$ cat src/pff_pkg.sv
// ----------------------------------------------------------------------------
// pff_pkg: potential field force package
// Shared types, constants and helpers for the potential field force block.
// ----------------------------------------------------------------------------
`default_nettype none

package pff_pkg;

   localparam int MAP_DIM     = 1024;
   localparam int COORD_W     = 10;
   localparam int CSR_IDX_W   = 8;
   localparam int CSR_DATA_W  = 32;
   localparam int FORCE_W     = 40;
   localparam int ACC_W       = 47;
   localparam int MUL_W       = 32;
   localparam int SQRT_IN_W   = 53;
   localparam int SQRT_OUT_W  = 27;
   localparam int DIV_NUM_W   = 106;
   localparam int DIV_DEN_W   = 81;
   localparam int DIST_SQ_W   = 21;

   typedef struct packed {
      logic [COORD_W-1:0] pixel_col;
      logic [COORD_W-1:0] pixel_row;
      logic               is_background;
      logic [COORD_W-1:0] obstacle_row;
      logic [COORD_W-1:0] obstacle_col;
      logic               has_point;
      logic               end_of_obstacle;
      logic               end_of_pixel;
   } req_type;

   typedef struct packed {
      logic signed [FORCE_W-1:0] force_x;
      logic signed [FORCE_W-1:0] force_y;
      logic [COORD_W-1:0]        out_col;
      logic [COORD_W-1:0]        out_row;
   } rsp_type;

   typedef enum logic [CSR_IDX_W-1:0] {
      CSR_ATTRACT_GAIN = 8'd0,
      CSR_REPULSE_GAIN = 8'd1,
      CSR_NEAR_LIMIT   = 8'd2,
      CSR_PIXEL_SCALE  = 8'd3,
      CSR_GOAL1_COL    = 8'd4,
      CSR_GOAL1_ROW    = 8'd5,
      CSR_GOAL2_COL    = 8'd6,
      CSR_GOAL2_ROW    = 8'd7
   } csr_index_type;

   typedef struct packed {
      logic busy;
      logic done;
   } unit_stat_type;

   localparam logic signed [ACC_W-1:0] SAT_HI = 47'sd549755813887;
   localparam logic signed [ACC_W-1:0] SAT_LO = -SAT_HI - 47'sd1;

   function automatic logic [COORD_W-1:0] clamp_coord(input logic [COORD_W-1:0] v);
      logic [COORD_W-1:0] r;
      if (32'(v) >= MAP_DIM) r = COORD_W'(MAP_DIM - 1);
      else r = v;
      return r;
   endfunction

   function automatic logic signed [FORCE_W-1:0] sat_force(
      input logic signed [ACC_W-1:0] v);
      logic signed [FORCE_W-1:0] r;
      if (v > SAT_HI) r = SAT_HI[FORCE_W-1:0];
      else if (v < SAT_LO) r = SAT_LO[FORCE_W-1:0];
      else r = v[FORCE_W-1:0];
      return r;
   endfunction

endpackage

`default_nettype wire

$ cat src/pff_mul.sv
// ----------------------------------------------------------------------------
// pff_mul: shared multiplier
// Unsigned 32 x 32 multiplier with a registered 64-bit product.
// ----------------------------------------------------------------------------
`default_nettype none

module pff_mul import pff_pkg::*; (
   input  wire logic               clock,
   input  wire logic [MUL_W-1:0]   mul_a,
   input  wire logic [MUL_W-1:0]   mul_b,
   output logic [2*MUL_W-1:0]      mul_p
);

   logic [2*MUL_W-1:0] prod_ff, prod_in;

   assign prod_in = (2*MUL_W)'(mul_a) * (2*MUL_W)'(mul_b);

   always_ff @(posedge clock) begin
      prod_ff <= prod_in;
   end

   assign mul_p = prod_ff;

endmodule

`default_nettype wire

$ cat config.mk
export PLATFORM = sky130hd
export DESIGN_NAME = pff_mul
export DESIGN_NICKNAME = d
export VERILOG_FILES = /design/src/pff_pkg.sv /design/src/pff_mul.sv
export SDC_FILE = /design/constraint.sdc
export NUM_CORES = 2
export LEC_CHECK = 0
export BUFFER_PORTS_ARGS = -buffer_cell sky130_fd_sc_hd__buf_4
export CAP_MARGIN = 20
export CORE_UTILIZATION = 57
export CTS_BUF_LIST = sky130_fd_sc_hd__clkbuf_8
export CTS_CLUSTER_DIAMETER = 40
export DETAILED_ROUTE_END_ITERATION = 6
export PLACE_DENSITY = 0.74
export SYNTH_ARGS = -nofsm -noshare
export SYNTH_HDL_FRONTEND = slang
export SYNTH_SLANG_ARGS = --single-unit
$ cat constraint.sdc
create_clock -name clock -period 10.1 [get_ports clock]
set_input_delay 0.505 -clock clock [delete_from_list [all_inputs] [get_ports clock]]
set_output_delay 0.505 -clock clock [all_outputs]
set_load 0.01 [all_outputs]
Word-level counts from Yosys, hierarchy flattened
Index checks and enable logic that the tools add are counted.
{ "totals": {"in_bits": 65, "reg_bits": 64, "word_cells": 2, "output_inout_bits": 64} }
{ "op_classes": {"multipliers": 1} }
{ "op_table": {"columns": ["cell", "count"], "rows": [
  ["multiplier 32 x 32 -> 64 bit", 1]
]} }

Depth between registers and ports, before layout
{ "depth": {"word_depth": 1, "depth_mapped": 29, "depth_no_buf": 27} }

Worst setup path after synthesis
Ideal clock, no wire load.
{ "synth_path": {"kind": "input -> register", "start": "input mul_a[25]", "end": "register prod_ff[62] (netlist: mul_p[62])", "path_slack_ns": 2.847, "t_arrival_ns": 7.181, "required_time_ns": 10.028, "path_stages": 25, "setup_ns": 0.072, "cell_sequence": "clkbuf_1 > nand2_1 > fa_1 > inv_1 > fa_1 > inv_1 > fa_1 > inv_1 > fa_1 > fa_1 > fa_1 > fa_1 > inv_1 > fa_1 > inv_1 > ha_1 > buf_2 > nand4_1 > or4_1 > or3_1 > a31oi_1 > a31o_2 > a211oi_1 > o21ai_1 > xor2_1"} }
{ "synth_between": {"elab_chain_cells": 1} }
{ "synth_lines": {"columns": ["element", "line", "rtl"], "rows": [
  ["start, declared", "pff_mul.sv:9", "input wire logic [MUL_W-1:0] mul_a,"],
  ["multiplier 32 x 32 -> 64 bit", "pff_mul.sv:16", "assign prod_in = (2*MUL_W)'(mul_a) * (2*MUL_W)'(mul_b);"],
  ["net prod_in[62]", "pff_mul.sv:14", "logic [2*MUL_W-1:0] prod_ff, prod_in;"],
  ["end signal, assigned", "pff_mul.sv:19", "prod_ff <= prod_in;"],
  ["end, declared", "pff_mul.sv:14", null]
]} }
The timed path passes the listed nets, and every way through them passes these cells.

Worst setup path after layout
{ "layout_path": {"start": "input mul_b[8]", "end": "register prod_ff[62] (netlist: mul_p[62])"} }
{ "layout_between": {"elab_chain_cells": 1} }
{ "layout_lines": {"columns": ["element", "line", "rtl"], "rows": [
  ["start, declared", "pff_mul.sv:10", "input wire logic [MUL_W-1:0] mul_b,"],
  ["multiplier 32 x 32 -> 64 bit", "pff_mul.sv:16", null],
  ["net prod_in[62]", "pff_mul.sv:14", null]
]} }
The timed path passes the listed nets, and every way through them passes these cells.

==> key figures <==
Timing
  – Minimum clock period after layout: 7800 ps
  – Unrepaired setup endpoints after global routing: false
  – Final Hold Fails: 0
  – Fraction of the cycle the final worst path needs: 77.2%
  – Setup violators final: 0
  – Slew HR: 49.4%
  – Slew Viols, Final: 0
  – Total Neg Setup Slack: 0 ps
  – Hold WS: 654 ps
  – Worst Max-Slew Pin Slew: 754 ps
  – Achievable clock frequency: 128 MHz

Placed design
  – Dpl hpwl: 71300 um
  – RePlAce Congestion: 0.921
  – Post-DP Area: 35700 sq um
  – I/O Buffers: 128

Setup path
  – Critical Path AT: 8090 ps
  – Setup crit start kind: input port
  – Crit path kind: in2reg
  – Critical path capture point type: register
  – Worst Path Required: 10400 ps
  – Max FO, Critical Path: 32

Clock network
  – Post-CTS setup buffer count: 0
  – Max clock buf depth: 2
  – Clk slew on worst S/H paths: 80 ps
  – H-Tree Depth: 3
  – Clk sinks: 64
  – CTS root buf: clkbuf_8
  – CTS buffer count: 9
  – CTS resizes: 0
  – Cts hold-fix bufs: 0
  – CTS tree: yes

Logic synthesis
  – Synth unique cells: 56
  – Most numerous cell in the Yosys netlist: fa_1
  – Synth Warn #: 0
  – Synth Cell Area: 34600 sq um
  – Syn avg cell area: 9.21 sq um
  – Synthesized Nets: 4982
  – Synthesized instance count: 3758
  – Post-synth top cells: fa_1, inv_1, and2_1
  – Most used DFF post-synth: dfxtp_1
  – Leading area contributor after synthesis: fa_1
  – Area contributors post-synth: fa_1, and2_1, ha_1
  – Post-synth ARST share: 0%
  – Synth Register Bits: 64
  – Post-synth top area share: 51.8%
  – Sequential area share after synthesis: 3.70%
  – Number of enable flip-flop cells after synthesis: 0

Layout
  – Syn-to-layout area delta: 3.71%
  – Layout cells sized above 1: 4.16%
  – Final net count: 4894
  – Max reg flops: 64
  – Design Area, Final: 35900 sq um
  – Finished Core Util: 60.3%

Die
  – CORE AREA: 59600 sq um
  – IO Pins: 129
  – Starting Density: 58.1%
  – Die X: 248 um
  – Cell row count: 89
  – Die height: 248 um
  – Die area: 61700 sq um

Drt
  – DRC viols: 0
  – DR pass1 iterations: 5
  – DR WL/cell: 20.0 um
  – Via total after detailed routing: 24800
  – Wirelength, routed: 88800 um
  – Final ANT Viol Nets: 0
  – Iteration-0 DRC Markers: 1501
  – Vias per inst: 5.58

Run status
  – Status: finished clean

Global routing
  – Antenna violations before repair: 0
  – Vias in the first global route: 27900
  – GRT Overall Usage: 30.5%
  – Global-route wire length before repair: 147000 um
  – Largest net degree at the start of global routing: 33
  – Grt ovf: 0

Hold path
  – Hold crit path type: in2reg

Flow run
  – Max-cap violations: 0
placed cells by master (no fill, tap or decap), types with 11 or more instances in the layout:
master	netlist	layout
a21oi_1	68	68
dfxtp_1	64	64
and3_1	14	14
fa_1	896	896
nor2_1	21	21
xnor2_1	33	33
o21ai_0	28	28
ha_1	263	263
nand4_1	24	24
inv_1	863	864
and2_1	603	603
nand2_1	478	478
a31oi_1	11	11
xor2_1	26	26
a21o_1	37	37
nand3_1	12	12
buf_4	0	128
kinds of logic (layout without fill, tap and decap cells):
logic type	after synthesis	in the layout	synth area share (%)
AO/OA/AOI/OAI	205	205	3.92
XOR/XNOR	59	59	1.49
adder cells (fa/ha/maj)	1159	1159	61.3
buffers and inverters	1090	1006	11.9
flip-flops	64	64	3.70
multiplexers	1	1	0.0289
other	0	1	0
AND/OR/NAND/NOR	1180	1180	17.7
critical path, stage by stage:
cell	delay, ps
buf_4	330
nand2_1	160
fa_1	570
inv_1	60
fa_1	530
inv_1	60
fa_1	520
inv_1	50
fa_1	480
fa_1	570
fa_1	440
fa_1	510
inv_1	60
fa_1	480
inv_1	40
ha_1	430
nand4_1	240
or4_1	480
or3_1	390
a31oi_1	450
a31o_2	290
a211oi_1	120
o21ai_1	170
xor2_1	140
layer usage:
layer | wire [um] | GRT usage, % | vias up | share of wire, %
met2 | 46000 | 54.3 | 928 | 52
li1 | - | - | 10700 | -
met3 | 5240 | 4.04 | 255 | 5.9
met1 | 32800 | 36.6 | 13000 | 37
met4 | 4840 | 14.4 | 0 | 5.4
met5 | 0 | 0 | - | 0
final cells by class:
cell class,count,area [sq um]
multi-input cells,2604,29200
fillers,5126,23700
inverters,863,3240
flip-flops and latches,64,1280
well taps,773,967
repair buffers,128,961
clock buffers,10,138
clock inverters,5,81.3
diodes,1,2.50
worst paths after layout:
check,start,to,slack [ps],depth (start not counted)
worst min-delay path,mul_b[0],mul_p[0]$_DFF_P_,650,2
worst max-delay path,mul_b[8],mul_p[62]$_DFF_P_,2310,24
through the flow:
| step | std cells | setup slack, ps |
|---|---|---|
| 2_1_floorplan | 3758 | 2850 |
| 3_3_place_gp | 4432 | 2180 |
| 3_5_place_dp | 4432 | 2020 |
| 4_1_cts | 4447 | 2410 |
| 5_1_grt | 4447 | 2030 |
| 6_report | 4448 | 2310 |
Power is not shown: default switching activity piles up to over one toggle a cycle in this logic, so the estimate is an artifact.
