--- src/pff_pkg.sv ---
// ----------------------------------------------------------------------------
// pff_pkg: potential field force package
// Shared types, constants and helpers for the potential field force block.
// ----------------------------------------------------------------------------
`default_nettype none

package pff_pkg;

   localparam int MAP_DIM     = 1024;
   localparam int COORD_W     = 10;
   localparam int CSR_IDX_W   = 8;
   localparam int CSR_DATA_W  = 32;
   localparam int FORCE_W     = 40;
   localparam int ACC_W       = 47;
   localparam int MUL_W       = 32;
   localparam int SQRT_IN_W   = 53;
   localparam int SQRT_OUT_W  = 27;
   localparam int DIV_NUM_W   = 106;
   localparam int DIV_DEN_W   = 81;
   localparam int DIST_SQ_W   = 21;

   typedef struct packed {
      logic [COORD_W-1:0] pixel_col;
      logic [COORD_W-1:0] pixel_row;
      logic               is_background;
      logic [COORD_W-1:0] obstacle_row;
      logic [COORD_W-1:0] obstacle_col;
      logic               has_point;
      logic               end_of_obstacle;
      logic               end_of_pixel;
   } req_type;

   typedef struct packed {
      logic signed [FORCE_W-1:0] force_x;
      logic signed [FORCE_W-1:0] force_y;
      logic [COORD_W-1:0]        out_col;
      logic [COORD_W-1:0]        out_row;
   } rsp_type;

   typedef enum logic [CSR_IDX_W-1:0] {
      CSR_ATTRACT_GAIN = 8'd0,
      CSR_REPULSE_GAIN = 8'd1,
      CSR_NEAR_LIMIT   = 8'd2,
      CSR_PIXEL_SCALE  = 8'd3,
      CSR_GOAL1_COL    = 8'd4,
      CSR_GOAL1_ROW    = 8'd5,
      CSR_GOAL2_COL    = 8'd6,
      CSR_GOAL2_ROW    = 8'd7
   } csr_index_type;

   typedef struct packed {
      logic busy;
      logic done;
   } unit_stat_type;

   localparam logic signed [ACC_W-1:0] SAT_HI = 47'sd549755813887;
   localparam logic signed [ACC_W-1:0] SAT_LO = -SAT_HI - 47'sd1;

   function automatic logic [COORD_W-1:0] clamp_coord(input logic [COORD_W-1:0] v);
      logic [COORD_W-1:0] r;
      if (32'(v) >= MAP_DIM) r = COORD_W'(MAP_DIM - 1);
      else r = v;
      return r;
   endfunction

   function automatic logic signed [FORCE_W-1:0] sat_force(
      input logic signed [ACC_W-1:0] v);
      logic signed [FORCE_W-1:0] r;
      if (v > SAT_HI) r = SAT_HI[FORCE_W-1:0];
      else if (v < SAT_LO) r = SAT_LO[FORCE_W-1:0];
      else r = v[FORCE_W-1:0];
      return r;
   endfunction

endpackage

`default_nettype wire

--- src/pff_sqrt.sv ---
// ----------------------------------------------------------------------------
// pff_sqrt: iterative square root
// Floor square root of a 53-bit value, one result bit per cycle.
// ----------------------------------------------------------------------------
`default_nettype none

module pff_sqrt import pff_pkg::*; (
   input  wire logic                  clock,
   input  wire logic                  reset,
   input  wire logic                  start,
   input  wire logic [SQRT_IN_W-1:0]  radicand,
   output logic [SQRT_OUT_W-1:0]      root,
   output unit_stat_type              stat
);

   logic [SQRT_IN_W-1:0] x_ff, x_in, bit_ff, bit_in;
   logic [SQRT_IN_W:0]   r_ff, r_in, trial;
   logic [4:0]           cnt_ff, cnt_in;
   logic                 busy_ff, busy_in, done_ff, done_in;
   logic                 ge;

   always_comb begin
      trial   = r_ff + (SQRT_IN_W+1)'(bit_ff);
      ge      = (SQRT_IN_W+1)'(x_ff) >= trial;
      x_in    = x_ff;
      r_in    = r_ff;
      bit_in  = bit_ff;
      cnt_in  = cnt_ff;
      busy_in = busy_ff;
      done_in = 1'b0;
      if (start) begin
         x_in    = radicand;
         r_in    = '0;
         bit_in  = SQRT_IN_W'(1) << (SQRT_IN_W - 1);
         cnt_in  = '0;
         busy_in = 1'b1;
      end else if (busy_ff) begin
         if (ge) begin
            x_in = x_ff - trial[SQRT_IN_W-1:0];
            r_in = (r_ff >> 1) + (SQRT_IN_W+1)'(bit_ff);
         end else begin
            r_in = r_ff >> 1;
         end
         bit_in = bit_ff >> 2;
         cnt_in = cnt_ff + 5'd1;
         if (cnt_ff == 5'(SQRT_OUT_W - 1)) begin
            busy_in = 1'b0;
            done_in = 1'b1;
         end
      end
   end

   always_ff @(posedge clock) begin
      if (reset) begin
         busy_ff <= 1'b0;
         done_ff <= 1'b0;
         cnt_ff  <= '0;
      end else begin
         busy_ff <= busy_in;
         done_ff <= done_in;
         cnt_ff  <= cnt_in;
      end
   end

   always_ff @(posedge clock) begin
      x_ff   <= x_in;
      r_ff   <= r_in;
      bit_ff <= bit_in;
   end

   assign root      = r_ff[SQRT_OUT_W-1:0];
   assign stat.busy = busy_ff;
   assign stat.done = done_ff;

endmodule

`default_nettype wire

--- config.mk ---
export PLATFORM = sky130hd
export DESIGN_NAME = pff_sqrt
export DESIGN_NICKNAME = d
export VERILOG_FILES = /design/src/pff_pkg.sv /design/src/pff_sqrt.sv
export SDC_FILE = /design/constraint.sdc
export NUM_CORES = 1
export LEC_CHECK = 0
export BUFFER_PORTS_ARGS = -buffer_cell sky130_fd_sc_hd__buf_4
export CAP_MARGIN = 20
export CORE_MARGIN = 2
export CORE_UTILIZATION = 58
export DETAILED_ROUTE_END_ITERATION = 8
export HOLD_SLACK_MARGIN = 0.02
export MAX_ROUTING_LAYER = met4
export PLACE_DENSITY_LB_ADDON = 0.3
export SYNTH_ARGS = -nofsm -noshare
export SYNTH_HDL_FRONTEND = slang
export SYNTH_SLANG_ARGS = --single-unit
--- constraint.sdc ---
create_clock -name clock -period 13.4 [get_ports clock]
set_input_delay 2.01 -clock clock [delete_from_list [all_inputs] [get_ports clock]]
set_output_delay 2.01 -clock clock [all_outputs]
set_load 0.02 [all_outputs]
Word-level counts from Yosys, hierarchy flattened:

Cells that the tools add are included.

* eq/ne operators: 1
* reductions and logical operators: 5
* magnitude comparators: 1
* add/subtract/negate cells: 4
* muxes and demuxes: 8
* bitwise logic cells: 1

Operator list (count)
* $mux W53: 3
* $add A53 B53 Y54: 1
* $add A54 B53 Y54: 1
* $ge A53 B54 Y1: 1
* $mux W54: 1
* $sub A53 B53 Y53: 1
* $add A5 B1 Y5 const B: 1
* $eq A5 B5 Y1 const B: 1
* $mux W1: 4
* $reduce_bool A2 Y1: 2
* $reduce_or A3 Y1: 1
* $reduce_and A2 Y1: 1
* $reduce_or A2 Y1: 1
* $not A1 Y1: 1

* bits of input ports: 56
* output and inout port bits: 29
* logic and storage cells: 26
* register bits after elaboration: 141

Longest topological paths before layout:

* depth after elaboration: 5
* mapped depth: 27
* mapped depth without buffers: 23

Worst setup path after synthesis:

No wires, ideal clock.

* path type: flip-flop to flip-flop
* from: register r_ff[10]
* to: register x_ff[0], enable pin
* buffers on the path: 4
* slack: 3894 ps
* library setup time: 537 ps
* period minus slack after synthesis: 9506 ps
* required time: 12863 ps
* cell stages (with the launch flop): 26
* arrival time: 8969 ps
* cells stage by stage: dfxtp_1 ha_1 nand2_1 or3_1 or4_1 a21oi_1 o2111ai_1 a31o_2 o31ai_1 a21oi_1 nor4_1 nor3_1 ha_1 clkbuf_1 and4_1 and3_1 nor2b_1 nand4_1 o21ai_0 o22ai_1 o31a_1 or3_1 buf_2 buf_6 buf_2 o21ai_0

* word-level cells in the longest chain between the ends: 4

Ends and longest elaborated chain
* from (decl): line pff_sqrt.sv:17 `logic [SQRT_IN_W:0] r_ff, r_in, trial;`
* from (signal assigned): line pff_sqrt.sv:67 `r_ff <= r_in;`
* $add A54 B53 Y54: line pff_sqrt.sv:23 `trial = r_ff + (SQRT_IN_W+1)'(bit_ff);`
* $ge A53 B54 Y1: line pff_sqrt.sv:24 `ge = (SQRT_IN_W+1)'(x_ff) >= trial;`
* $reduce_bool A2 Y1 (no source line)
* $reduce_and A2 Y1 (no source line)
* to (signal assigned): line pff_sqrt.sv:66 `x_ff <= x_in;`
* to (decl): line pff_sqrt.sv:16 `logic [SQRT_IN_W-1:0] x_ff, x_in, bit_ff, bit_in;`

Every way passes these cells.
A chain may end at the register's enable or synchronous reset.

Final worst setup path:

* from: register r_ff[12]
* to: register x_ff[11], enable pin

The elaborated chain is that of the path after synthesis.

==> metrics.md <==
| Metric | Value |
|---|---|
| Syn Nets | 1775 |
| Largest family of logic cells by synthesized area | compound AO/OA/AOI/OAI gates |
| Critical Path End Type | register |
| Total gr overflow | 0 |
| Minimum clock period | 7280 ps |
| # H-tree levels | 4 |
| Largest net degree at the start of global routing | 108 |
| DRC | 0 |
| Gpl congestion | between 0.9 and 1 |
| Die width | 152 um |
| CTS clk-pin slew, worst paths | 70 ps |
| Final core utilization | 63.7% |
| Synth Instances | approximately 1.6k |
| Peak supply drop | between 0.1 and 0.15 mV |
| Post-CTS Setup Bufs | 0 |
| Die Area | 23200 um2 |
| Max-cap violations | 0 |
| Fin crit share | 54.3% |
| Tot GR Track Use | 31.2% |
| Area growth syn-to-layout | 8.36% |
| Final #Nets | 1771 |
| TritonCTS clock tree | built |
| Clk root buf | clkbuf_16 |
| Core ar. | roughly 22000 um2 |
| Worst skew pair latency | 440 ps |
| Initial antenna violation count | 0 |
| CP max FO | 36 |
| P_leak | ~5.4 nW |
| CTS buffer count | 17 |
| Rel. slew slack | 39.0% |
| Rows | 54 |
| Number of diodes | 0 |
| Library cells used by synthesis | 75 |
| Post-synthesis sequential area ratio | between 20% and 30% |
| Synth Area in XOR/XNOR | 8.70% |
| Slew Viols, Final | 0 |
| Antenna-violating nets left | 0 |
| Most frequent cells in the layout | 190 x nand2_1, 172 x nor2_1, 112 x o21ai_0 |
| Path depth of the worst reg2reg path | 23 |
| Die height | 152 um |
| Hold-fix buffers, CTS | 0 |
| Total routed wirelength | 36100 um |
| Initial drt markers | ~1.1k |
| Commonest non-fill, non-tap cell in the layout | nand2_1 |
| Via Count | 12.3k |
| Min-Delay Path Depth | 2 |
| Vias in the first global route | 11.4k |
| Ys async rst share | 0% |
| Mapped cell area | 12800 um2 |
| HPWL Detailed | 26800 um |
| Post-Synth Simple-Gate Area | between 15 and 20% |
| Post-Route Setup TNS | 0 ps |
| Number of synthesized register bits | roughly 140 |
| Via-per-instance ratio | 6.46 |
| Synth Area in Compound Gates | 24.8% |
| Area share of fa/ha/maj cells after synthesis | between 10% and 20% |
| IO buf count | 84 |
| Global-route wire length before repair | slightly below 60000 um |
| Clk buf depth | 2 |
| Worst slew pin tran | 914 ps |
| Layout cell share with drive strength beyond 1 | under 10% |
| Worst setup SP type | register |
| Multiplexer area fraction after synthesis | 4.25% |
| Pre-CTS setup slack | between 6000 and 7000 ps |
| Tightest Hold Check Type | register to register |
| RSZ-0062 raised after global routing | no |
| IO Pins | 85 |
| PwrDens | 186 nW/um2 |
| WP data arrival | roughly 7400 ps |
| Final hold vios | 0 |
| Wire length per cell | 19.0 um |
| Post_cts resized | 0 |
| Worst Path Required | between 10000 and 15000 ps |
| Number of flops mapped to enable cells by yosys | 53 |
| Syn_area_per_cell | 7.96 um2 |
| Synth warn | 0 |
| Ys flop type | dfxtp_1 |
| Sinks on Clock Net | 141 |
| Initial Utilization | between 50% and 60% |
| Crit Path Category | register to register |
| Clock skew | roughly 13 ps |
| Outcome | finished, final reports clean |
| Final worst slack | around 6100 ps |
| Total power | roughly 2.6 mW |
| Max frequency | 0.137 GHz |
| DR pass1 iterations | 5 |
| Setup violators final | 0 |
==> routing by layer <==
layer	global-route usage, %	up-vias	share of wire (%)
met5	-	-	0
met4	11.5	0	3.2
li1	-	5923	-
met1	39.0	5744	43
met3	4.98	97	6.5
met2	51.2	492	47
==> synthesized netlist by cell type (41+ instances only) <==
master,number,area [um2]
nor2_1,172,646
dfxtp_1,88,1760
a21o_1,41,308
xnor2_1,73,639
nand2_1,190,713
edfxtp_1,53,1590
mux2i_1,43,430
xor2_1,54,473
clkbuf_1,67,251
a31oi_1,55,344
o21ai_0,113,566
ha_1,111,1390
a21oi_1,96,480
==> layout make-up <==
type	instances	area, um2
Clock inverter	14	113
Fill cell	1894	7900
Inverter	28	105
Sequential cell	141	3360
Multi-Input combinational cell	1322	8780
Tap cell	280	350
Clock buffer	18	450
Timing Repair Buffer	93	702
==> where the power goes <==
| group | leakage, nW | switching (mW) | internal, mW | total [mW] |
|---|---|---|---|---|
| Sequential | 1.25 | 0.0959 | 0.576 | 0.672 |
| Combinational | 3.82 | 0.871 | 0.570 | 1.44 |
| Clock | 0.286 | 0.201 | 0.266 | 0.466 |
==> worst max-delay path, cell delays in order, from the launching register on <==
cell and delay [ps]:
dfxtp_1 400, ha_1 400, nand2_1 90, or3_1 330, or4_1 460, a21oi_1 350, o2111ai_1 200, a31o_2 320
o31ai_1 430, a21oi_1 240, nor4_1 280, nor3_1 90, ha_1 430, and4_1 240, and3_1 170, nor2b_1 220
nand4_1 110, o21ai_0 200, o22ai_1 90, o31a_1 120, buf_4 230, or3_1 420, o21ai_4 480, buf_4 530
==> final timing paths <==
check	from	to	slack, ps
min reg2reg	cnt_ff[1]$_SDFFE_PP0P_	cnt_ff[1]$_SDFFE_PP0P_	520
max	r_ff[12]$_SDFFE_PP0P_	x_ff[11]$_DFFE_PP_	6120
max reg2reg	r_ff[12]$_SDFFE_PP0P_	x_ff[11]$_DFFE_PP_	6120
min	cnt_ff[1]$_SDFFE_PP0P_	cnt_ff[1]$_SDFFE_PP0P_	520
==> flip-flops by register name, indices dropped and copies added (netlist names) <==
signal	flops
r_ff	54
cnt_ff	5
busy_ff	1
x_ff	53
bit_ff	27
done_ff	1
==> stage by stage <==
step	hold WS, ps	cell area [um2]	instances
after floorplan	478	12800	1607
after detailed placement	511	13300	1864
final	520	13900	1896
after global routing	537	13900	1896
after CTS	516	13900	1896
after global placement	499	13300	1864
==> kinds of logic after synthesis <==
logic type / count (synthesis)
AND/OR/NAND/NOR: 545
AO/OA/AOI/OAI: 485
buffers and inverters: 144
flip-flops: 141
XOR/XNOR: 127
adder cells (fa/ha/maj): 112
multiplexers: 53
Note: power is estimated with default switching activity, not from simulation.
