### src/pff_pkg.sv
// ----------------------------------------------------------------------------
// pff_pkg: potential field force package
// Shared types, constants and helpers for the potential field force block.
// ----------------------------------------------------------------------------
`default_nettype none

package pff_pkg;

   localparam int MAP_DIM     = 1024;
   localparam int COORD_W     = 10;
   localparam int CSR_IDX_W   = 8;
   localparam int CSR_DATA_W  = 32;
   localparam int FORCE_W     = 40;
   localparam int ACC_W       = 47;
   localparam int MUL_W       = 32;
   localparam int SQRT_IN_W   = 53;
   localparam int SQRT_OUT_W  = 27;
   localparam int DIV_NUM_W   = 106;
   localparam int DIV_DEN_W   = 81;
   localparam int DIST_SQ_W   = 21;

   typedef struct packed {
      logic [COORD_W-1:0] pixel_col;
      logic [COORD_W-1:0] pixel_row;
      logic               is_background;
      logic [COORD_W-1:0] obstacle_row;
      logic [COORD_W-1:0] obstacle_col;
      logic               has_point;
      logic               end_of_obstacle;
      logic               end_of_pixel;
   } req_type;

   typedef struct packed {
      logic signed [FORCE_W-1:0] force_x;
      logic signed [FORCE_W-1:0] force_y;
      logic [COORD_W-1:0]        out_col;
      logic [COORD_W-1:0]        out_row;
   } rsp_type;

   typedef enum logic [CSR_IDX_W-1:0] {
      CSR_ATTRACT_GAIN = 8'd0,
      CSR_REPULSE_GAIN = 8'd1,
      CSR_NEAR_LIMIT   = 8'd2,
      CSR_PIXEL_SCALE  = 8'd3,
      CSR_GOAL1_COL    = 8'd4,
      CSR_GOAL1_ROW    = 8'd5,
      CSR_GOAL2_COL    = 8'd6,
      CSR_GOAL2_ROW    = 8'd7
   } csr_index_type;

   typedef struct packed {
      logic busy;
      logic done;
   } unit_stat_type;

   localparam logic signed [ACC_W-1:0] SAT_HI = 47'sd549755813887;
   localparam logic signed [ACC_W-1:0] SAT_LO = -SAT_HI - 47'sd1;

   function automatic logic [COORD_W-1:0] clamp_coord(input logic [COORD_W-1:0] v);
      logic [COORD_W-1:0] r;
      if (32'(v) >= MAP_DIM) r = COORD_W'(MAP_DIM - 1);
      else r = v;
      return r;
   endfunction

   function automatic logic signed [FORCE_W-1:0] sat_force(
      input logic signed [ACC_W-1:0] v);
      logic signed [FORCE_W-1:0] r;
      if (v > SAT_HI) r = SAT_HI[FORCE_W-1:0];
      else if (v < SAT_LO) r = SAT_LO[FORCE_W-1:0];
      else r = v[FORCE_W-1:0];
      return r;
   endfunction

endpackage

`default_nettype wire

### src/pff_div.sv
// ----------------------------------------------------------------------------
// pff_div: iterative divider
// Restoring unsigned division, one quotient bit per cycle.
// ----------------------------------------------------------------------------
`default_nettype none

module pff_div import pff_pkg::*; (
   input  wire logic                  clock,
   input  wire logic                  reset,
   input  wire logic                  start,
   input  wire logic [DIV_NUM_W-1:0]  numer,
   input  wire logic [DIV_DEN_W-1:0]  denom,
   output logic [DIV_NUM_W-1:0]       quot,
   output unit_stat_type              stat
);

   logic [DIV_NUM_W-1:0] q_ff, q_in;
   logic [DIV_DEN_W-1:0] rem_ff, rem_in, den_ff, den_in;
   logic [DIV_DEN_W:0]   rem_sh;
   logic [DIV_DEN_W+1:0] sub;
   logic [6:0]           cnt_ff, cnt_in;
   logic                 busy_ff, busy_in, done_ff, done_in;

   always_comb begin
      rem_sh  = {rem_ff, q_ff[DIV_NUM_W-1]};
      sub     = (DIV_DEN_W+2)'(rem_sh) - (DIV_DEN_W+2)'(den_ff);
      q_in    = q_ff;
      rem_in  = rem_ff;
      den_in  = den_ff;
      cnt_in  = cnt_ff;
      busy_in = busy_ff;
      done_in = 1'b0;
      if (start) begin
         q_in    = numer;
         rem_in  = '0;
         den_in  = denom;
         cnt_in  = '0;
         busy_in = 1'b1;
      end else if (busy_ff) begin
         if (!sub[DIV_DEN_W+1]) begin
            rem_in = sub[DIV_DEN_W-1:0];
            q_in   = {q_ff[DIV_NUM_W-2:0], 1'b1};
         end else begin
            rem_in = rem_sh[DIV_DEN_W-1:0];
            q_in   = {q_ff[DIV_NUM_W-2:0], 1'b0};
         end
         cnt_in = cnt_ff + 7'd1;
         if (cnt_ff == 7'(DIV_NUM_W - 1)) begin
            busy_in = 1'b0;
            done_in = 1'b1;
         end
      end
   end

   always_ff @(posedge clock) begin
      if (reset) begin
         busy_ff <= 1'b0;
         done_ff <= 1'b0;
         cnt_ff  <= '0;
      end else begin
         busy_ff <= busy_in;
         done_ff <= done_in;
         cnt_ff  <= cnt_in;
      end
   end

   always_ff @(posedge clock) begin
      q_ff   <= q_in;
      rem_ff <= rem_in;
      den_ff <= den_in;
   end

   assign quot      = q_ff;
   assign stat.busy = busy_ff;
   assign stat.done = done_ff;

endmodule

`default_nettype wire

### config.mk
export PLATFORM = sky130hd
export DESIGN_NAME = pff_div
export DESIGN_NICKNAME = d
export VERILOG_FILES = /design/src/pff_pkg.sv /design/src/pff_div.sv
export SDC_FILE = /design/constraint.sdc
export NUM_CORES = 1
export LEC_CHECK = 0
export BUFFER_PORTS_ARGS = -buffer_cell sky130_fd_sc_hd__buf_2
export CAP_MARGIN = 10
export CELL_PAD_IN_SITES_DETAIL_PLACEMENT = 0
export CELL_PAD_IN_SITES_GLOBAL_PLACEMENT = 1
export CORE_MARGIN = 3
export CORE_UTILIZATION = 40
export CTS_CLUSTER_DIAMETER = 200
export DETAILED_ROUTE_END_ITERATION = 10
export PLACE_DENSITY_LB_ADDON = 0.08
export SETUP_SLACK_MARGIN = 0.1
export SLEW_MARGIN = 20
export SYNTH_ARGS = -nofsm -noshare
export SYNTH_HDL_FRONTEND = slang
export SYNTH_SLANG_ARGS = --single-unit
### constraint.sdc
create_clock -name clock -period 3.6 [get_ports clock]
set_input_delay 0.36 -clock clock [delete_from_list [all_inputs] [get_ports clock]]
set_output_delay 0.36 -clock clock [all_outputs]
set_load 0.01 [all_outputs]
Yosys cells after proc, flatten, opt, wreduce, memory -nomap -nowiden
Index checks and enable logic that the tools add are counted.

Bits in registers: 277. Input bits: 190. Logic and storage cells: 21. Output and inout bits: 108.

Multiplexer cells: 8. Equality and inequality tests: 1. Reduce and logical (&&, ||, !) cells: 3. Add/sub/neg operators: 2. Bitwise operators: 1.

Operators with widths (number): $mux W106 (2); $sub A82 B81 Y83 (1); $mux W81 (1); $add A7 B1 Y7 const B (1); $eq A7 B7 Y1 const B (1); $mux W1 (5); $reduce_or A3 Y1 (1); $reduce_bool A2 Y1 (1); $reduce_or A2 Y1 (1); $not A1 Y1 (1).

Logic depth before layout (Yosys ltp)
Depth after elaboration: 4. Gate-level depth with buffers: 17. Gate-level depth less buffers: 15.

Worst setup path after synthesis
Ideal clock, no wire load.

Path type: reg2reg. From: register busy_ff. To: register q_ff[0], in the netlist quot[0] (enable). Setup time: 459 ps. Setup slack: 40 ps. Data required time: 3141 ps. Clock period less this slack: 3560 ps. Cell stages (with the launch flop): 6. Arrival time: 3101 ps. Buffers on the path: 3. Cells stage by stage: dfxtp_1 -> clkbuf_1 -> nor2_1 -> clkbuf_1 -> clkbuf_1 -> inv_1.

Word-level cells in the longest chain between the ends: 1.

Ends and longest elaborated chain: from (decl) (line pff_div.sv:22) `logic busy_ff, busy_in, done_ff, done_in;`; from (signal assigned) (line pff_div.sv:61) `busy_ff <= busy_in;`; $reduce_bool A2 Y1 (no source line); to (signal assigned) (line pff_div.sv:68) `q_ff <= q_in;`; to (decl) (line pff_div.sv:17) `logic [DIV_NUM_W-1:0] q_ff, q_in;`.

No other way between the ends. A chain may end at the register's enable or synchronous reset.

Final worst setup path
From: register q_ff[105], in the netlist quot[105]. To: register rem_ff[13].

Word-level cells in the longest chain between the ends: 2.

Ends and longest elaborated chain: $sub A82 B81 Y83 (line pff_div.sv:26) `sub = (DIV_DEN_W+2)'(rem_sh) - (DIV_DEN_W+2)'(den_ff);`; $mux W81 (line pff_div.sv:40) `if (!sub[DIV_DEN_W+1]) begin`; to (signal assigned) (line pff_div.sv:69) `rem_ff <= rem_in;`; to (decl) (line pff_div.sv:18) `logic [DIV_DEN_W-1:0] rem_ff, rem_in, den_ff, den_in;`.

No other way between the ends.

==> summary.md <==
| Metric | Value |
|---|---|
| Chip Width | `between 200 and 250 µm` |
| Final Setup Violations | `0` |
| DR vias/cell | `between 5 and 6` |
| Area of the multi-input gates | `just over 8000 µm²` |
| LEAKAGE | `slightly below 9 nW` |
| PD cells | `470.7 nW/µm²` |
| Clk sinks | `between 200 and 300` |
| Largest net degree at the start of global routing | `~130` |
| Via count | `roughly 13,000` |
| Routed length on met2 | `about 23,000 µm` |
| Initial Util | `41.03%` |
| Total congestion overflow | `0` |
| Commonest non-fill, non-tap cell in the layout | `buf_2` |
| Slowest CP cell | `a221o_1` |
| Post-Synthesis Cells | `around 1,600` |
| Top layer in use | `met5` |
| Avg Cell Area, Syn | `10.19 µm²` |
| Max-cap viol count | `0` |
| RSZ-0062 raised after global routing | `true` |
| Final core occ | `53.53%` |
| Most frequent cells in the layout | `296 x buf_2, 187 x edfxtp_1, 138 x a21oi_1, 123 x nor2_1, 116 x nand2_1` |
| Sequential area share after synthesis | `a little under half` |
| Max incr delay on CP | `between 0.3 and 0.4 ns` |
| H-tree levels | `2` |
| Final ANT Viol Nets | `0` |
| Die Ht | `between 200 and 250 µm` |
| Max-slew headroom | `a little over half` |
| Routed wire per std cell | `about 19 µm` |
| CTS Buf Count | `34` |
| Synthesis-to-layout area growth | `30.45%` |
| Placer Congestion | `between 0.9 and 1` |
| Fillers | `between 3,000 and 4,000` |
| Register Area | `roughly 7400 µm²` |
| Synth Cell Area | `around 16,000 µm²` |
| CTS root buffer | `clkbuf_16` |
| Wl on met1 | `between 20,000 and 25,000 µm` |
| Via count of the first global-routing pass | `around 13,000` |
| DRC | `0` |
| Yosys warnings | `0` |
| Crit path kind | `reg2reg` |
| Actual slew at the worst max-slew pin | `between 0.6 and 0.7 ns` |
| Cell Chain, Critical Path | `inv_1 > ha_2 > inv_2 > fa_2 > a21o_1 > a221o_1 > nand4_4 > a31oi_4 > o21ai_4 > o221ai_4 > a21oi_4 > o21ba_4 > buf_12 > buf_12 > clkbuf_16 > o21ai_1 > a22o_1` |
| Layout Skew | `about 0.022 ns` |
| Async SR Flop Fraction | `0%` |
| Die area | `42,640 µm²` |
| Top FF cell, synth | `edfxtp_1` |
| Total power | `0.009874 W` |
| Crit path DAT | `between 3 and 4 ns` |
| Synth cell types | `76` |
| GRT Resource Usage Total | `21.77%` |
| Peak Freq | `293.1 MHz` |
| Final #Nets | `approximately 2,300` |
| Num ports | `~300` |
| HPWL after detailed placement | `34,280 µm` |
| Worst setup EP type | `flip-flop` |
| Post-synth EDFFs | `~190` |
| Worst-path maximum fanout | `6` |
| Reg clk slew, reported paths | `around 0.06 ns` |
| Status | `finished clean` |
| CTS tree | `built` |
| Final wirelength | `slightly below 50,000 µm` |
| Core area | `39,190 µm²` |
| Period utilization | `94.77%` |
| CTS max path bufs | `3` |
| PortBufs | `about 300` |
| Final hold viol count | `0` |
| Total iterations of the first detailed-routing run | `5` |
| CP required | `~4.1 ns` |
| Slew Limit Fails | `0` |
| Syn_nets | `approximately 1,900` |
| Metal3 WL | `3065 µm` |
| Layout cells sized above 1 | `a little under a third` |
| Cell mode on critical path | `buf_12` |
| Worst vdd ir | `around 0.00042 V` |
| Initial antenna violation count | `4` |
| CP Launch Type | `flip-flop` |
| Fin crit period | `approximately 3.4 ns` |
| First-pass GRT wire length | `approximately 74,000 µm` |
| FP Rows | `72` |
| Flops & latches, synth | `277` |
| Tightest Hold Check Type | `in2reg` |
| 1st-iter DRT viols | `696` |
| Clk_lat worst skew | `0.55 ns` |
cells in the mapped netlist, types with 30 or more instances:
| cell type | n | area (µm²) |
|---|---|---|
| nand2_1 | 120 | 450.4 |
| ha_1 | 83 | 1039 |
| xor2_1 | 41 | 359.1 |
| nand4_1 | 30 | 187.7 |
| o21ai_0 | 74 | 370.4 |
| a21o_1 | 41 | 307.8 |
| mux2_2 | 106 | 1194 |
| edfxtp_1 | 187 | 5615 |
| inv_1 | 108 | 405.4 |
| dfxtp_1 | 90 | 1802 |
| nor2_1 | 126 | 473.0 |
| clkbuf_1 | 59 | 221.5 |
| a21oi_1 | 148 | 740.7 |
| xnor2_1 | 37 | 324.1 |
power by group:
part | switching (W) | internal [W]
Combinational | 0.00140 | 0.00112
Sequential | 0.000166 | 0.00372
Clock | 0.00144 | 0.00204
Total | 0.00300 | 0.00688
registers in the layout, summed over array words and instances, names as in the netlist:
| signal | count |
|---|---|
| quot | 106 |
| den_ff | 81 |
| rem_ff | 81 |
| cnt_ff | 7 |
| busy_ff | 1 |
| done_ff | 1 |
repair_timing:
item	4_1_cts	5_1_grt
hold buffers	82	0
resized for setup	3	66
pin swaps	5	48
endpoints found under the hold margin	82	0
setup buffers	4	26
setup endpoints to repair	63	77
gates cloned	1	7
layer usage:
| metal | vias up | GRT usage, % |
|---|---|---|
| li1 | 6638 | - |
| met5 | - | 0 |
| met2 | 385 | 35.96 |
| met1 | 6330 | 28.66 |
| met3 | 70 | 5.150 |
| met4 | 4 | 6.061 |
worst paths after layout:
kind                            startpoint         end  slack [ns]  cells past startpoint
worst max-delay path             quot[105]  rem_ff[13]        0.19                     17
worst min-delay path             numer[23]    quot[23]        0.10                      2
worst max register to register   quot[105]  rem_ff[13]        0.19                     17
worst min register to register   rem_ff[2]   rem_ff[2]        0.49                      2
critical path, delay by kind of cell (launching register included):
family	cells	cell delay, ns
adders and majority gates	2	0.54
DFF	1	0.38
and+or+nand+nor	1	0.15
buffers and inverters	5	0.54
AOI/OAI and AO/OA	9	1.68
metrics by stage:
stage	setup slack [ns]	area, µm²	hold WS [ns]	TNS (ns)	instances
floorplan	0.2274	16080	0.4324	0	1578
global placement	0.07532	18300	0.4583	0	2354
detailed placement	-0.03229	18300	0.4771	-0.05279	2354
CTS	0.09596	20320	0.06554	0	2503
global route	-0.01751	20980	0.07745	-0.01751	2538
finish	0.1884	20980	0.1048	0	2538
area by class of cell:
type / instances / share of cell area, %
Clock inverter: 17 / 1.014
Tap cell: 518 / 3.090
Antenna cell: 2 / 0.02386
Inverter: 108 / 1.950
Multi-Input combinational cell: 1103 / 38.74
Sequential cell: 277 / 35.38
Clock buffer: 45 / 4.348
Timing Repair Buffer: 468 / 15.45
cells by family (layout without fill, tap and decap cells):
logic type      count (synthesis)  count (layout)  synth area share, %
compound gates                455             455                19.30
xor+xnor                       78              78                4.248
flops                         277             277                46.13
simple gates                  370             370                10.64
fa+ha+maj                      84              84                6.583
mux                           116             116                8.045
other cells                     0               2                    0
buf+inv                       198             638                5.050
Note: power is estimated with default switching activity, not from simulation.
